## config.mk

```make
export PLATFORM = sky130hd
export DESIGN_NAME = ms_interval_timer_registers
export DESIGN_NICKNAME = d
export VERILOG_FILES = /design/src/design/msit_pkg.sv /design/src/design/msit_timer.sv /design/src/design/ms_interval_timer_registers.sv
export SDC_FILE = /design/constraint.sdc
export NUM_CORES = 2
export LEC_CHECK = 0
export BUFFER_PORTS_ARGS = -buffer_cell sky130_fd_sc_hd__buf_2
export CORE_MARGIN = 10
export CORE_UTILIZATION = 56
export DETAILED_ROUTE_END_ITERATION = 16
export PLACE_DENSITY = 0.81
export SYNTH_ARGS = -nofsm -noshare
export SYNTH_HDL_FRONTEND = slang
export SYNTH_SLANG_ARGS = --single-unit
```

## constraint.sdc

```tcl
create_clock -name clk -period 15.5 [get_ports clk]
set_input_delay 2.325 -clock clk [delete_from_list [all_inputs] [get_ports clk]]
set_output_delay 2.325 -clock clk [all_outputs]
set_load 0.1 [all_outputs]
```

## src/design/msit_pkg.sv

```systemverilog
// ---------------------------------------------------------------------------
// msit_pkg: shared types and constants of the millisecond interval timer
// Item kinds, request and result structs, register image byte offsets.
// ---------------------------------------------------------------------------
`timescale 1ns / 1ps
`default_nettype none

package msit_pkg;

  // register image layout, big-endian byte offsets
  localparam int unsigned ImgBytes  = 32;
  localparam int unsigned CntBase   = 12;
  localparam int unsigned OfsBase   = 16;
  localparam int unsigned IvlBase   = 20;
  localparam int unsigned StaBase   = 24;
  localparam int unsigned DltBase   = 28;
  localparam int unsigned WrBytes   = ImgBytes - OfsBase;
  localparam int unsigned MaxSize   = 8;

  // request kinds; codes five to seven do nothing
  typedef enum logic [2:0] {
    KIND_TICK    = 3'd0,
    KIND_READ    = 3'd1,
    KIND_WRITE   = 3'd2,
    KIND_PWR_ON  = 3'd3,
    KIND_PWR_OFF = 3'd4
  } kind_t;

  typedef struct packed {
    kind_t       kind;
    logic [4:0]  offset;
    logic [3:0]  size;
    logic [63:0] write_data;
  } item_t;

  typedef struct packed {
    logic [63:0] read_data;
    logic        interrupt_pulse;
    logic        running;
  } result_t;

endpackage

`default_nettype wire

```

## src/design/msit_timer.sv

```systemverilog
// ---------------------------------------------------------------------------
// msit_timer: timer state and per-request update
// Holds the count and timer words, merges bus writes, reads the image and
// checks expiry; all in one pass of combinational logic per request.
// ---------------------------------------------------------------------------
`timescale 1ns / 1ps
`default_nettype none

module msit_timer (
  input  wire logic             clk,
  input  wire logic             rst_n,
  input  wire logic             item_en,
  input  wire msit_pkg::item_t  item,
  output msit_pkg::result_t     result
);

  logic [31:0] cnt_r, cnt_nxt;
  logic [31:0] ofs_r, ofs_nxt;
  logic [31:0] ivl_r, ivl_nxt;
  logic [31:0] sta_r, sta_nxt;
  logic [31:0] dlt_r, dlt_nxt;
  logic        pwr_r, pwr_nxt;

  logic [3:0]   sz;
  logic [5:0]   end_idx;
  logic         is_write;
  logic [319:0] img_ext;
  logic [319:0] img_shift;
  logic [63:0]  window;
  logic [63:0]  rd_data;
  logic [15:0]  we;
  logic [7:0]   wr_byte [msit_pkg::WrBytes];
  logic [127:0] wimg;
  logic [31:0]  ofs_w, ivl_w, sta_w, dlt_w;
  logic         ofs_t, sta_t, dlt_t;
  logic [31:0]  cnt_a, ofs_a, ivl_a, sta_a, dlt_a;
  logic         pwr_a;
  logic [31:0]  elapsed;
  logic         expire;

  // effective size, clamped to eight bytes
  assign sz       = (item.size > 4'(msit_pkg::MaxSize)) ? 4'(msit_pkg::MaxSize) : item.size;
  assign end_idx  = {1'b0, item.offset} + {2'b00, sz};
  assign is_write = (item.kind == msit_pkg::KIND_WRITE) && pwr_r;

  // read: window of the image at the offset, right aligned to the size
  assign img_ext   = {96'd0, cnt_r, ofs_r, ivl_r, sta_r, dlt_r, 64'd0};
  assign img_shift = img_ext << {item.offset, 3'b000};
  assign window    = img_shift[319:256];
  assign rd_data   = window >> {4'(4'd8 - sz), 3'b000};

  // write byte enables and source bytes for the writable bytes
  always_comb begin
    logic [5:0] idx;
    logic [3:0] k;
    logic [3:0] sh;
    idx = '0;
    k   = '0;
    sh  = '0;
    for (int j = 0; j < msit_pkg::WrBytes; j++) begin
      idx        = 6'(msit_pkg::OfsBase + j);
      k          = 4'(idx - {1'b0, item.offset});
      sh         = 4'(sz - 4'd1 - k);
      we[j]      = is_write && (idx >= {1'b0, item.offset}) && (idx < end_idx);
      wr_byte[j] = 8'(item.write_data >> {sh, 3'b000});
    end
  end

  // byte merge into the timer words
  always_comb begin
    wimg = {ofs_r, ivl_r, sta_r, dlt_r};
    for (int j = 0; j < msit_pkg::WrBytes; j++) begin
      if (we[j]) begin
        wimg[127 - 8*j -: 8] = wr_byte[j];
      end
    end
  end

  assign ofs_w = wimg[127:96];
  assign ivl_w = wimg[95:64];
  assign sta_w = wimg[63:32];
  assign dlt_w = wimg[31:0];
  assign ofs_t = |we[3:0];
  assign sta_t = |we[11:8];
  assign dlt_t = |we[15:12];

  // request action before the expiry check
  always_comb begin
    cnt_a = cnt_r;
    ofs_a = ofs_r;
    ivl_a = ivl_r;
    sta_a = sta_r;
    dlt_a = dlt_r;
    pwr_a = pwr_r;
    unique case (item.kind)
      msit_pkg::KIND_TICK: begin
        cnt_a = cnt_r + 32'd1;
      end
      msit_pkg::KIND_WRITE: begin
        ofs_a = ofs_w;
        ivl_a = ivl_w;
        sta_a = sta_w;
        dlt_a = dlt_w;
        // offset word cleared stops the timer; start or delta write arms it
        priority if (ofs_t && (ofs_w == 32'd0)) begin
          ofs_a = ofs_w;
        end else if (sta_t || dlt_t) begin
          ofs_a = 32'd1;
        end else if (ofs_t) begin
          sta_a = cnt_r;
          dlt_a = ofs_w;
        end
      end
      msit_pkg::KIND_PWR_ON: begin
        pwr_a = 1'b1;
        ofs_a = '0;
        ivl_a = '0;
        sta_a = '0;
        dlt_a = '0;
      end
      msit_pkg::KIND_PWR_OFF: begin
        pwr_a = 1'b0;
        ofs_a = '0;
      end
      default: begin
      end
    endcase
  end

  // expiry check and reload
  assign elapsed = cnt_a - sta_a;
  assign expire  = (ofs_a != 32'd0) && (elapsed >= dlt_a);

  always_comb begin
    cnt_nxt = cnt_a;
    ofs_nxt = ofs_a;
    ivl_nxt = ivl_a;
    sta_nxt = sta_a;
    dlt_nxt = dlt_a;
    pwr_nxt = pwr_a;
    if (expire) begin
      if (ivl_a == 32'd0) begin
        ofs_nxt = '0;
      end else begin
        sta_nxt = sta_a + dlt_a;
        dlt_nxt = ivl_a;
      end
    end
  end

  // result of this request
  assign result.read_data       = (item.kind == msit_pkg::KIND_READ) ? rd_data : 64'd0;
  assign result.interrupt_pulse = expire;
  assign result.running         = (ofs_nxt != 32'd0);

  // state registers
  always_ff @(posedge clk) begin
    if (!rst_n) begin
      cnt_r <= '0;
      ofs_r <= '0;
      ivl_r <= '0;
      sta_r <= '0;
      dlt_r <= '0;
      pwr_r <= 1'b0;
    end else if (item_en) begin
      cnt_r <= cnt_nxt;
      ofs_r <= ofs_nxt;
      ivl_r <= ivl_nxt;
      sta_r <= sta_nxt;
      dlt_r <= dlt_nxt;
      pwr_r <= pwr_nxt;
    end
  end

endmodule

`default_nettype wire

```

## src/design/ms_interval_timer_registers.sv

```systemverilog
// Flow: a request accepted into the input request register is updated in msit_timer,
// and its result is registered in the result register, from which it is taken.
// Throughput: one request per cycle; a stalled result holds the result register and,
// once the input register is also full, stalls the input.
// Reset: synchronous active-low rst_n clears the count, timer words, power flag
// and all valid flags; no clearing pass.
// ---------------------------------------------------------------------------
// ms_interval_timer_registers: register-mapped millisecond interval timer
// Input request register, single-pass update in msit_timer, result register.
// ---------------------------------------------------------------------------
`timescale 1ns / 1ps
`default_nettype none

module ms_interval_timer_registers (
  input  wire logic        clk,
  input  wire logic        rst_n,
  input  wire logic        in_valid,
  output logic             in_stall,
  input  wire logic [2:0]  in_kind,
  input  wire logic [4:0]  in_offset,
  input  wire logic [3:0]  in_size,
  input  wire logic [63:0] in_write_data,
  output logic             out_valid,
  input  wire logic        out_stall,
  output logic [63:0]      out_read_data,
  output logic             out_interrupt_pulse,
  output logic             out_running
);

  logic               s1_valid_r, s1_valid_nxt;
  msit_pkg::item_t    s1_item_r;
  logic               out_valid_r, out_valid_nxt;
  msit_pkg::result_t  out_res_r;
  msit_pkg::result_t  res;
  logic               in_take;
  logic               advance;

  // request moves to the result register when that register is free or drains
  assign advance  = s1_valid_r && (!out_valid_r || !out_stall);
  assign in_stall = s1_valid_r && !advance;
  assign in_take  = in_valid && !in_stall;

  always_comb begin
    s1_valid_nxt = s1_valid_r;
    if (in_take) begin
      s1_valid_nxt = 1'b1;
    end else if (advance) begin
      s1_valid_nxt = 1'b0;
    end
  end

  always_comb begin
    out_valid_nxt = out_valid_r;
    if (advance) begin
      out_valid_nxt = 1'b1;
    end else if (out_valid_r && !out_stall) begin
      out_valid_nxt = 1'b0;
    end
  end

  // control registers
  always_ff @(posedge clk) begin
    if (!rst_n) begin
      s1_valid_r  <= 1'b0;
      out_valid_r <= 1'b0;
    end else begin
      s1_valid_r  <= s1_valid_nxt;
      out_valid_r <= out_valid_nxt;
    end
  end

  // payload registers
  always_ff @(posedge clk) begin
    if (in_take) begin
      s1_item_r.kind       <= msit_pkg::kind_t'(in_kind);
      s1_item_r.offset     <= in_offset;
      s1_item_r.size       <= in_size;
      s1_item_r.write_data <= in_write_data;
    end
    if (advance) begin
      out_res_r <= res;
    end
  end

  // timer state and update
  msit_timer u_timer (
    .clk     (clk),
    .rst_n   (rst_n),
    .item_en (advance),
    .item    (s1_item_r),
    .result  (res)
  );

  assign out_valid           = out_valid_r;
  assign out_read_data       = out_res_r.read_data;
  assign out_interrupt_pulse = out_res_r.interrupt_pulse;
  assign out_running         = out_res_r.running;

endmodule

`default_nettype wire
```

==> summary.txt <==
Floorplanning
  • Core area: 53710 um2
  • Full die area: 63730 um2
  • # rows: 85
  • Die W: 252.5 um
  • Die Ht: 252.5 um
  • IO Count: 148
  • Initial core utilization: 56.34%

Placed design
  • Pre-CTS setup slack: 2.053 ns
  • Placer's final routability congestion estimate: 1.112
  • HPWL Detailed: 102.0 mm
  • I/O Buffers: 147
  • Placed Instances: 4388

Routing
  • Detailed Route Iter0 Violations: 4508
  • DR DRC count: 0
  • WL/cell: 29.72 um
  • Post-Route WL: 132.7 mm
  • Vias: 31170
  • Via/cell ratio: 6.982
  • Final ANT Viol Nets: 0
  • Pre-antenna DRT Iters: 8

Synth
  • Synthesized instance count: 3760
  • Number of flops mapped to enable cells by yosys: 142
  • Cell area after synthesis: 30260 um2
  • Post-Synth Simple-Gate Area: 18.00%
  • Post-synthesis mux area share: 19.59%
  • Top cell type by total area after synthesis: edfxtp_1
  • Synth top area cells: edfxtp_1, dfxtp_1, mux2i_1
  • Synth Area in Compound Gates: 22.75%
  • FF+latch count, synth: 305
  • Async S/R FF share, synth: 0%
  • Syn Area/Cell: 8.048 um2
  • Warnings from Yosys: 0
  • Synth Area in XOR/XNOR: 4.089%
  • Yosys top cell area share: 14.09%
  • Net Count, Synth: 3961
  • Sequential fraction of the synthesis area: 24.87%
  • Most common flop cell mapped by yosys: dfxtp_1
  • Library cells used by synthesis: 92
  • Largest family of logic cells by synthesized area: compound AO/OA/AOI/OAI gates
  • Adder-Cell Fraction of Synth Area: 5.429%

STA
  • Fin crit period: 14.03 ns
  • Final clock period utilization by the worst path: 90.50%
  • Slew Viols, Final: 0
  • Hold Vio Cnt, Final: 0
  • RSZ-0062 raised after global routing: no
  • Max-slew headroom: 12.51%
  • Setup TNS: 0 ns
  • Final WS setup: 1.473 ns
  • Final setup fails: 0
  • Clock skew: 0.03117 ns
  • FMAX: 71.29 MHz
  • Slew @ Worst Pin: 1.295 ns

Global route
  • Gr busiest metal: met2
  • Initial antenna violation count: 1
  • Largest net degree at the start of global routing: 164
  • Gr ovfl total: 0
  • Met2 Track Usage GR: 57.93%
  • Met1 global-route usage: 49.11%
  • Total GRT Usage: 39.96%
  • First-pass GRT wire length: 190.1 mm
  • Met3 usage: 13.64%
  • Vias in the first global route: 28030

Layout
  • Layout Nets: 3932
  • Most common cell after layout, fill and taps aside: nor2_1
  • Most frequent cells in the layout: nor2_1, nand2_1, a21oi_1
  • Layout cell share with drive strength beyond 1: 13.46%
  • Fin util: 60.84%
  • Syn-to-layout area delta: 7.980%
  • Finished Layout Cells: 4464

Worst setup path
  • Cell family with most CP delay: compound AO/OA/AOI/OAI gates
  • Reg2reg end: u_timer.sta_r[24]
  • CP required: 15.96 ns
  • Crit. End Element: register
  • Crit path buffers/inverters: 3
  • R2r setup slk: 1.47 ns
  • Cells on worst reg2reg path: 51
  • Critical Path Source: s1_item_r[67]
  • Critical path fanouts, max: 76
  • Critical R2R Launch: s1_item_r[67]
  • Worst setup SP type: register
  • CP max stage delay: 1.39 ns
  • Arrival time worst endpoint: 14.48 ns
  • Worst path most repeated cell: o21ai_0
  • Crit-path slowest cell: fa_1
  • Setup Crit Path Kind: register to register

Worst hold path
  • Hold Path End: u_timer.dlt_r[24]
  • HP Class: register to register
  • Worst hold path depth: 2
  • Critical hold path startpoint: u_timer.dlt_r[24]

Power and ir drop
  • Total leakage power: 0.01298 uW
  • Pwr Density: 91.51 nW/um2
  • Max VDD drop: 122.1 uV
  • Tot Pwr: 2990 uW

Clock tree
  • Post-cts gate resize count: 0
  • # hold bufs at CTS: 0
  • TritonCTS buffer count: 37
  • CTS tree: yes
  • Clock Tree Buf Depth: 3
  • Clk sinks: 305
  • Clock Latency Late Sink: 0.59 ns
  • H-tree depth: 2
  • Post-CTS setup buffers: 0
  • Clock Tree Root: clkbuf_16
  • Clock transition at the registers of the reported paths: 0.06 ns

Run
  • Max_cap viols: 0

Status
  • Status: complete, no violations
[cell type report]
| cell class | instances | area (um2) |
|---|---|---|
| multi-input cells | 3048 | 21220 |
| fillers | 4771 | 21030 |
| diodes | 10 | 25.02 |
| well taps | 696 | 870.8 |
| repair buffers | 232 | 1386 |
| flip-flops and latches | 305 | 7527 |
| clock inverters | 19 | 220.2 |
| inverters | 107 | 409.1 |
| clock buffers | 47 | 1016 |
[kinds of logic after synthesis]
| group | after synthesis |
|---|---|
| AOI/OAI and AO/OA | 1082 |
| xor gates and xnor gates | 131 |
| adders and majority gates | 124 |
| buffers and inverters | 407 |
| DFF | 305 |
| muxes | 462 |
| and+or+nand+nor | 1249 |
[registers in the layout (all words and copies together), names as in the netlist]
name / flops
u_timer.ivl_r: 32
u_timer.dlt_r: 32
s1_valid_r: 1
u_timer.cnt_r: 32
out_read_data: 64
u_timer.ofs_r: 32
u_timer.sta_r: 32
out_running: 1
s1_item_r: 76
out_valid: 1
out_interrupt_pulse: 1
u_timer.pwr_r: 1
[Yosys cell counts (73+ instances only)]
| library cell | instances |
|---|---|
| mux4_2 | 97 |
| o21ai_0 | 225 |
| mux2_2 | 73 |
| nor2_1 | 515 |
| inv_1 | 100 |
| clkbuf_1 | 216 |
| a21oi_1 | 321 |
| ha_1 | 108 |
| nand2_1 | 415 |
| a211oi_1 | 105 |
| mux2i_1 | 292 |
| edfxtp_1 | 142 |
| dfxtp_1 | 163 |
[how the worst max path moves through the flow]
| stage | endpoint | slack, ns | cells past startpoint |
|---|---|---|---|
| 2_1_floorplan | u_timer.sta_r[25] | 3.07 | 58 |
| 3_3_place_gp | u_timer.sta_r[20] | 2.33 | 52 |
| 3_5_place_dp | u_timer.sta_r[24] | 2.05 | 51 |
| 4_1_cts | u_timer.sta_r[24] | 1.95 | 51 |
| 5_1_grt | u_timer.sta_r[24] | 0.83 | 51 |
| 6_report | u_timer.sta_r[24] | 1.47 | 51 |
[per-stage QoR]
step	hold slack (ns)	instance area (um2)
floorplan	0.4507	30260
detailed placement	0.5083	31410
global placement	0.5031	31410
CTS	0.5211	32650
finish	0.5300	32680
global route	0.5532	32650
[metal layers]
metal,vias to the layer above,wire length [um]
met5,-,0
li1,13770,-
met3,524,18340
met4,0,10600
met1,14710,48410
met2,2164,55300
[worst min-delay path: stages (launching register included)]
cell	delay, ns
dfxtp_1	0.35
nand2_1	0.08
a21oi_1	0.05
[where the power goes]
| part | internal, uW | leakage, uW | switching [uW] |
|---|---|---|---|
| clock | 535 | 0.000603 | 388 |
| sequential | 876 | 0.00265 | 50.9 |
| combinational | 368 | 0.00973 | 771 |
No activity file was read; power rests on OpenSTA's default activity.
